$ cat src/sv/dlta_pkg.sv
// shared types and constants for the lease table allocator
// token format passed along the cell chain, reply and message codes
package dlta_pkg;

    localparam int TABLE_ENTRIES = 8;
    localparam int MAC_BYTES     = 6;
    localparam int MAC_W         = 48;
    localparam int IP_W          = 32;
    localparam int CFG_IDX_W     = 1;

    localparam logic [CFG_IDX_W-1:0] CFG_SERVER_IP   = 1'd0;
    localparam logic [CFG_IDX_W-1:0] CFG_SUBNET_MASK = 1'd1;

    localparam logic [IP_W-1:0] SERVER_IP_RST = 32'h0000_0000;
    localparam logic [IP_W-1:0] MASK_RST      = 32'hFFFF_FF00;

    localparam logic [1:0] MSG_DISCOVER = 2'd0;
    localparam logic [1:0] MSG_REQUEST  = 2'd1;

    localparam logic [1:0] KIND_DROP  = 2'd0;
    localparam logic [1:0] KIND_OFFER = 2'd1;
    localparam logic [1:0] KIND_ACK   = 2'd2;
    localparam logic [1:0] KIND_NAK   = 2'd3;

    // only the first MAC_BYTES bytes take part, the first byte being the top one
    function automatic logic [MAC_W-1:0] f_mac_mask();
        logic [MAC_W-1:0] m;
        m = '1;
        if (MAC_BYTES < 6) begin
            m = m << (8 * (6 - MAC_BYTES));
        end
        return m;
    endfunction

    localparam logic [MAC_W-1:0] MAC_MASK = f_mac_mask();

    typedef enum logic {
        TOK_SCAN,
        TOK_CLAIM
    } t_tok_op;

    typedef struct packed {
        logic            valid;
        t_tok_op         op;
        logic [MAC_W-1:0] mac;
        logic [IP_W-1:0]  ip;
        logic            hit;
        logic            free_seen;
        logic            pending;
    } t_tok;

endpackage

$ cat src/sv/dlta_cell.sv
// one lease table entry: used flag, mac and ip, plus a token register
// scan tokens look for a mac match, claim tokens fill the first free entry; uses dlta_pkg
module dlta_cell (
    input  logic          i_clk,
    input  logic          i_rst_n,
    input  dlta_pkg::t_tok i_tok,
    output dlta_pkg::t_tok o_tok
);
    import dlta_pkg::*;

    logic             r_used;
    logic [MAC_W-1:0] r_mac;
    logic [IP_W-1:0]  r_ip;
    t_tok             r_tok;
    t_tok             n_tok;
    logic             w_claim;

    assign w_claim = i_tok.valid && (i_tok.op == TOK_CLAIM) && i_tok.pending && !r_used;

    always_comb begin
        n_tok = i_tok;
        if (i_tok.valid) begin
            case (i_tok.op)
                TOK_SCAN: begin
                    if (r_used) begin
                        if (!i_tok.hit && (r_mac == i_tok.mac)) begin
                            n_tok.hit = 1'b1;
                            n_tok.ip  = r_ip;
                        end
                    end else begin
                        n_tok.free_seen = 1'b1;
                    end
                end
                TOK_CLAIM: begin
                    if (w_claim) begin
                        n_tok.pending = 1'b0;
                    end
                end
                default: begin
                    n_tok = i_tok;
                end
            endcase
        end
    end

    always_ff @(posedge i_clk) begin
        if (!i_rst_n) begin
            r_used      <= 1'b0;
            r_tok.valid <= 1'b0;
        end else begin
            r_tok <= n_tok;
            if (w_claim) begin
                r_used <= 1'b1;
            end
        end
        if (w_claim) begin
            r_mac <= i_tok.mac;
            r_ip  <= i_tok.ip;
        end
    end

    assign o_tok = r_tok;

endmodule

$ cat src/sv/dhcp_lease_table_allocator.sv
// an accepted word sends a scan token down the cell chain; a hit, or a full table or pool,
// ends the message there, and a miss with a free entry sends a claim token after it to fill
// the entry; a bad header or message type is dropped at once. one message at a time: no new
// word is taken until the result has gone to the output register, which waits on i_m_tready
// reset (synchronous, active low) frees all entries, sets the offset to 1 and
// loads the register defaults; no clearing pass is needed
module dhcp_lease_table_allocator (
    input  logic                             i_clk,
    input  logic                             i_rst_n,
    input  logic                             i_cfg_valid,
    output logic                             o_cfg_ready,
    input  logic [dlta_pkg::CFG_IDX_W-1:0]   i_cfg_index,
    input  logic [dlta_pkg::IP_W-1:0]        i_cfg_data,
    input  logic                             i_s_tvalid,
    output logic                             o_s_tready,
    // client_mac [47:0], requested_ip [79:48]
    input  logic [79:0]                      i_s_tdata,
    // header_valid [0], req_type [2:1], has_requested_ip [3]
    input  logic [3:0]                       i_s_tuser,
    output logic                             o_m_tvalid,
    input  logic                             i_m_tready,
    // your_ip [31:0]
    output logic [31:0]                      o_m_tdata,
    // reply_kind [1:0]
    output logic [1:0]                       o_m_tuser
);
    import dlta_pkg::*;

    typedef enum logic [1:0] {
        S_IDLE,
        S_SCAN,
        S_CLAIM,
        S_OUT
    } t_state;

    t_state          r_state;
    logic [IP_W-1:0] r_server_ip;
    logic [IP_W-1:0] r_mask;
    logic [IP_W-1:0] r_next_off;
    logic [1:0]      r_type;
    logic            r_has_req;
    logic [IP_W-1:0] r_req_ip;
    logic [1:0]      r_res_kind;
    logic [IP_W-1:0] r_res_ip;
    logic            r_m_valid;
    logic [1:0]      r_m_kind;
    logic [IP_W-1:0] r_m_ip;
    t_tok            r_inj;

    t_tok            w_tok [TABLE_ENTRIES+1];
    t_tok            w_last;
    logic [IP_W-1:0] w_addr;
    logic [IP_W-1:0] w_lease;
    logic            w_s_acc;
    logic            w_take;
    logic            w_hv;
    logic [1:0]      w_type;

    assign w_tok[0] = r_inj;

    for (genvar g = 0; g < TABLE_ENTRIES; g++) begin : g_cell
        dlta_cell u_cell (
            .i_clk   (i_clk),
            .i_rst_n (i_rst_n),
            .i_tok   (w_tok[g]),
            .o_tok   (w_tok[g+1])
        );
    end

    assign w_last  = w_tok[TABLE_ENTRIES];
    assign w_addr  = (r_server_ip & ~r_mask) + r_next_off;
    assign w_lease = w_addr | (r_mask & r_server_ip);
    assign w_s_acc = i_s_tvalid && o_s_tready;
    assign w_take  = !r_m_valid || i_m_tready;
    assign w_hv    = i_s_tuser[0];
    assign w_type  = i_s_tuser[2:1];

    assign o_cfg_ready = 1'b1;
    assign o_s_tready  = (r_state == S_IDLE);
    assign o_m_tvalid  = r_m_valid;
    assign o_m_tdata   = r_m_ip;
    assign o_m_tuser   = r_m_kind;

    function automatic logic [1:0] f_kind(input logic [1:0] typ, input logic has_req,
                                          input logic [IP_W-1:0] req_ip,
                                          input logic [IP_W-1:0] ip);
        logic [1:0] k;
        k = KIND_ACK;
        if (typ == MSG_DISCOVER) begin
            k = KIND_OFFER;
        end else if (has_req && (req_ip != ip)) begin
            k = KIND_NAK;
        end
        return k;
    endfunction

    always_ff @(posedge i_clk) begin
        if (!i_rst_n) begin
            r_state     <= S_IDLE;
            r_server_ip <= SERVER_IP_RST;
            r_mask      <= MASK_RST;
            r_next_off  <= 32'd1;
            r_m_valid   <= 1'b0;
            r_inj.valid <= 1'b0;
        end else begin
            r_inj.valid <= 1'b0;
            if (i_cfg_valid && o_cfg_ready) begin
                case (i_cfg_index)
                    CFG_SERVER_IP:   r_server_ip <= i_cfg_data;
                    CFG_SUBNET_MASK: r_mask      <= i_cfg_data;
                    default: begin
                    end
                endcase
            end
            if (r_m_valid && i_m_tready) begin
                r_m_valid <= 1'b0;
            end
            case (r_state)
                S_IDLE: begin
                    if (w_s_acc) begin
                        r_type    <= w_type;
                        r_has_req <= i_s_tuser[3];
                        r_req_ip  <= i_s_tdata[79:48];
                        if (w_hv && (w_type == MSG_DISCOVER || w_type == MSG_REQUEST)) begin
                            r_inj.valid     <= 1'b1;
                            r_inj.op        <= TOK_SCAN;
                            r_inj.mac       <= i_s_tdata[47:0] & MAC_MASK;
                            r_inj.ip        <= '0;
                            r_inj.hit       <= 1'b0;
                            r_inj.free_seen <= 1'b0;
                            r_inj.pending   <= 1'b0;
                            r_state         <= S_SCAN;
                        end else begin
                            r_res_kind <= KIND_DROP;
                            r_res_ip   <= '0;
                            r_state    <= S_OUT;
                        end
                    end
                end
                S_SCAN: begin
                    if (w_last.valid) begin
                        if (w_last.hit) begin
                            r_res_kind <= f_kind(r_type, r_has_req, r_req_ip, w_last.ip);
                            r_res_ip   <= w_last.ip;
                            r_state    <= S_OUT;
                        end else if (!w_last.free_seen || ((w_addr & r_mask) != '0)) begin
                            // table full or pool exhausted
                            r_res_kind <= KIND_DROP;
                            r_res_ip   <= '0;
                            r_state    <= S_OUT;
                        end else begin
                            r_res_kind    <= f_kind(r_type, r_has_req, r_req_ip, w_lease);
                            r_res_ip      <= w_lease;
                            r_next_off    <= r_next_off + 32'd1;
                            r_inj.valid   <= 1'b1;
                            r_inj.op      <= TOK_CLAIM;
                            r_inj.mac     <= w_last.mac;
                            r_inj.ip      <= w_lease;
                            r_inj.hit     <= 1'b0;
                            r_inj.free_seen <= 1'b0;
                            r_inj.pending <= 1'b1;
                            r_state       <= S_CLAIM;
                        end
                    end
                end
                S_CLAIM: begin
                    if (w_last.valid) begin
                        r_state <= S_OUT;
                    end
                end
                S_OUT: begin
                    if (w_take) begin
                        r_m_valid <= 1'b1;
                        r_m_kind  <= r_res_kind;
                        r_m_ip    <= r_res_ip;
                        r_state   <= S_IDLE;
                    end
                end
                default: begin
                    r_state <= S_IDLE;
                end
            endcase
        end
    end

`ifndef SYNTHESIS
    a_drop_zero_ip: assert property (@(posedge i_clk) disable iff (!i_rst_n)
        (r_m_valid && r_m_kind == KIND_DROP) |-> (r_m_ip == '0))
        else $error("dropped word carries a nonzero address");

    a_offset_step: assert property (@(posedge i_clk) disable iff (!i_rst_n)
        (r_state == S_SCAN && w_last.valid && !w_last.hit && w_last.free_seen
         && ((w_addr & r_mask) == '0)) |=> (r_next_off == $past(r_next_off) + 32'd1))
        else $error("offset did not advance on allocation");

    a_claim_in_claim_state: assert property (@(posedge i_clk) disable iff (!i_rst_n)
        (w_last.valid && w_last.op == TOK_CLAIM) |-> (r_state == S_CLAIM))
        else $error("claim token left the chain outside the claim phase");

    a_claim_consumed: assert property (@(posedge i_clk) disable iff (!i_rst_n)
        (w_last.valid && w_last.op == TOK_CLAIM) |-> !w_last.pending)
        else $error("claim token found no free entry");
`endif

endmodule

$ cat config.mk
export PLATFORM = sky130hd
export DESIGN_NAME = dhcp_lease_table_allocator
export DESIGN_NICKNAME = d
export VERILOG_FILES = /design/src/sv/dlta_pkg.sv /design/src/sv/dlta_cell.sv /design/src/sv/dhcp_lease_table_allocator.sv
export SDC_FILE = /design/constraint.sdc
export NUM_CORES = 2
export LEC_CHECK = 0
export BUFFER_PORTS_ARGS = -buffer_cell sky130_fd_sc_hd__buf_2
export CAP_MARGIN = 30
export CORE_MARGIN = 5
export CORE_UTILIZATION = 55
export DETAILED_ROUTE_END_ITERATION = 8
export GPL_ROUTABILITY_DRIVEN = 1
export PLACE_DENSITY_LB_ADDON = 0.15
export SYNTH_ARGS = -nofsm -noshare
export SYNTH_HDL_FRONTEND = slang
export SYNTH_SLANG_ARGS = --single-unit
$ cat constraint.sdc
create_clock -name i_clk -period 12.63 [get_ports i_clk]
set_input_delay 0.6315 -clock i_clk [delete_from_list [all_inputs] [get_ports i_clk]]
set_output_delay 0.6315 -clock i_clk [all_outputs]
set_load 0.03 [all_outputs]
==> results list <==
- Critical R2R Capture: r_inj[47]$_DFFE_PP_
- After synthesis, the netlist uses 84 different library cells.
- The startpoint identified for the worst register-to-register timing path is r_mask[17]$_SDFFE_PN1P_.
- Number of antenna violations at the first check in global routing: 7
- Largest net degree at the start of global routing: 169
* Share of post-route cells with drive strength above 1: 18.0%
* Final total negative setup slack: 0 ns
- Buffer count from post-CTS setup fixing: 0
* Shortest clock period the worst path allows after layout: 5.07 ns
* Startpoint type of the worst setup path: flop
- The clock arrives with 0.0287 ns of skew.
* Critical path class: flop to flop
- Net count after synthesis: 3960
- Summing the sequential cell areas from Yosys gives 75.3% of the chip area.
- Counting cells, the worst reg-to-reg path comes to 14.
* Areal power density over the cells: 166 nW/um^2
* Met1 global-route usage: 40.9%
- Skew-Pair Late Insertion Delay: 0.77 ns
* Total of fill cells in the finished design: 8030
- Number of global-route vias before repair: 31803
- Final period utilization: 40.1%
- Die height: 348 um
* Count of buffers from port buffering: 157
- Setup violations remaining at the end of the flow were counted as 0.
- Worst Path Required: 13.24 ns
- The run finished with clean final reports.
* Worst-path clk slew: 0.06 ns
- At the end of the flow, the number of nets in the layout was 4241.
- Max Slew Vio Count: 0
- Ys flop type: edfxtp_1
* Maximum fanout along the worst path: 66
- The detailed router placed 33689 vias in this run.
- For this design the top-level I/O count stands at 159.
* Initial standard-cell utilization of the core: 55.6%
- TritonCTS clock tree: yes
- Bufs on Longest Clock Path: 3
* Cell at the root of the clock tree: clkbuf_16
* Maximum operating frequency: 0.197 GHz
- For the worst setup path, the data arrival time is 5.67 ns.
* Starting DRC count in detailed routing: 3764
- Synthesis handed over a netlist of 3801 instances.
* Leakage power total: 23.7 nW
- Relative max-transition margin: 31.3%
- In this run the most critical hold path is launched from i_s_tdata[57].
- In the routed design, unresolved DRC markers number 0.
- Setup repair after global routing left no endpoint under its margin.
* Hold buffers post-CTS: 23
* Wire length per cell: 27.0 um
- Wire length of the first global-routing pass: 222000 um
- The average instance in the mapped netlist occupies 16.5 um^2.
- After floorplanning, the core was divided into 123 placement rows.
* IR Drop Worst-Case VDD: 0.000149 V
- Number of synthesis warnings: 0
- At the end of routability-driven placement, the weighted congestion stood at 0.939.
* Cell depth of the worst hold path: 1
* Remaining global-route overflow: 0
- CTS H-Tree Depth: 4
* CTS buffer count: 160
- Die W: 348 um
- The finished cells cover 71000 um^2.
* Hold violation total from the final report: 0
- Summed over all layers, the routed wires come to 154000 um.
* Post-route antenna net violation count: 0
* Sum of buffers and inverters on the critical path: 2
- The die covers 121000 um^2.
- The largest individual stage delay along the critical path comes from the cell buf_4.
- Count of flip-flops with a built-in enable after synthesis: 1494
- Broken down by cell family, the worst path's largest delay share belongs to compound AO/OA/AOI/OAI gates.
* Layout-stage area growth over the synthesis result: 13.4%
* Routing usage on met3: 6.04%
- The pre-antenna-repair detailed-routing pass consisted of 5 iterations.
- Most common cell type on the critical path: buf_4
- R2R Setup Slk: 7.56 ns
* Fraction of met2 tracks used by global routing: 34.7%
- The critical path goes through nor2b_1 -> ha_1 -> a21oi_1 -> o21ai_0 -> a211oi_1 -> o21ai_2 -> nand2_1 -> mux2_2 -> a2111oi_2 -> nand4_1 -> buf_4 -> nor2_4 -> buf_4 -> a22o_1.
* Type of destination of the critical path: flop
* Cell Area, Synth: 62700 um^2
- For hold timing, the worst endpoint is r_req_ip[9]$_DFFE_PP_.
- Global-route total usage across every layer: 25.1%
* Most common cell after layout, fill and taps aside: edfxtp_1
* Post-synthesis register bit count: 1610
* Top library cells by usage in the layout, fill and taps aside: edfxtp_1, nand2_1, mux2_2
- After legalization and detailed placement, the total HPWL measured 106000 um.
* Number of max-cap violations: 0
- At the pin with the least slew margin, the transition time is 1.02 ns.
- The core region is 113000 um^2.
- The layer flagged by global routing as most heavily used is met1.
- Clock tree synthesis found a total of 1610 sinks.
* Number of vias per cell: 5.89
* Cell Area, Placed: 65500 um^2
* Fraction of synthesis flops using an asynchronous set or reset pin: 0%
- In this design, the stage delay of the slowest critical-path cell is 0.51 ns.
* Worst min-delay path class: input port to flop
- The number of gates resized after CTS was 0.
[power by group]
group / internal (W) / switching, W / leakage [nW]
logic: 0.000228 / 0.000388 / 6.16
clock network: 0.00275 / 0.00199 / 2.58
registers: 0.00619 / 0.000279 / 15.0
[per-stage QoR]
step / power [W] / utilization [%] / hold WS, ns / std cells / setup WS [ns]
final: 0.0118 / 63.0 / 0.0603 / 5716 / 7.56
after floorplan: 0.00679 / - / 0.400 / 3801 / 3.20
after detailed placement: 0.00717 / 58.1 / 0.405 / 5396 / 7.70
after global placement: 0.00716 / 57.9 / 0.401 / 5388 / 7.84
after CTS: 0.0119 / 63.0 / 0.00000444 / 5714 / 7.66
after global routing: 0.0122 / 63.0 / 0.0267 / 5715 / 7.19
[synthesized netlist by cell type, types with 22 or more instances]
cell | n | share of area, %
dfxtp_1 | 116 | 3.7
xor2_1 | 200 | 2.8
o21ai_0 | 52 | 0.42
nor2_1 | 95 | 0.57
clkbuf_1 | 85 | 0.51
nand2_1 | 284 | 1.7
nor4_1 | 79 | 0.79
a22o_1 | 48 | 0.67
and2_1 | 46 | 0.46
o31ai_1 | 35 | 0.42
a21oi_1 | 113 | 0.90
nand2b_1 | 34 | 0.34
ha_1 | 36 | 0.72
mux2_2 | 262 | 4.7
xnor2_1 | 246 | 3.4
or3_1 | 22 | 0.22
nor2b_1 | 46 | 0.46
inv_1 | 36 | 0.22
nor3_1 | 23 | 0.18
nand4_1 | 87 | 0.87
edfxtp_1 | 1494 | 72
nand3_1 | 69 | 0.55
[cells by family after synthesis]
logic type      after synthesis  synth area share [%]
xor+xnor                    446                  6.23
buf+inv                     152                  1.03
flops                      1610                  75.3
compound gates              431                  4.81
mux                         274                  4.90
other cells                   1               0.00598
fa+ha+maj                    37                 0.751
simple gates                850                  6.98
[final cells by class]
class / count / area (um^2) / share of cell area, %
Sequential cell: 1610 / 47200 / 66.4
Tap cell: 1500 / 1880 / 2.64
Timing Repair Buffer: 235 / 1600 / 2.26
Multi-Input combinational cell: 2039 / 15000 / 21.1
Inverter: 36 / 135 / 0.190
Clock inverter: 90 / 918 / 1.29
Antenna cell: 1 / 2.50 / 0.00352
Clock buffer: 205 / 4340 / 6.11
[per-layer routing]
layer | vias to the layer above | wire [um] | share of wire [%]
li1 | 15068 | - | -
met1 | 17038 | 72200 | 47
met2 | 1420 | 64800 | 42
met3 | 163 | 14700 | 9.6
met4 | 0 | 2590 | 1.7
met5 | - | 0 | 0
[flip-flops by register name (all words and copies together), names as in the netlist]
signal                count
r_res_kind                2
g_cell.u_cell.r_ip      256
r_has_req                 1
o_m_tvalid                1
r_req_ip                 32
g_cell.u_cell.o_tok     678
r_server_ip              32
g_cell.u_cell.r_used      8
r_mask                   32
r_type                    2
r_state                   2
r_res_ip                 32
r_next_off               32
g_cell.u_cell.r_mac     384
r_inj                    82
o_m_tdata                32
o_m_tuser                 2
[worst max path at each step]
stage / cells past startpoint / end / start
finish: 14 / r_inj[47]$_DFFE_PP_ / r_mask[17]$_SDFFE_PN1P_
detailed placement: 14 / r_inj[47]$_DFFE_PP_ / r_mask[17]$_SDFFE_PN1P_
floorplan: 16 / r_inj[10]$_DFFE_PP_ / r_server_ip[0]$_SDFFE_PN0P_
CTS: 14 / r_inj[47]$_DFFE_PP_ / r_mask[17]$_SDFFE_PN1P_
global placement: 14 / r_inj[47]$_DFFE_PP_ / r_mask[23]$_SDFFE_PN1P_
global route: 15 / r_inj[47]$_DFFE_PP_ / r_next_off[0]$_SDFFE_PN1P_
Note: power is estimated with default switching activity, not from simulation.
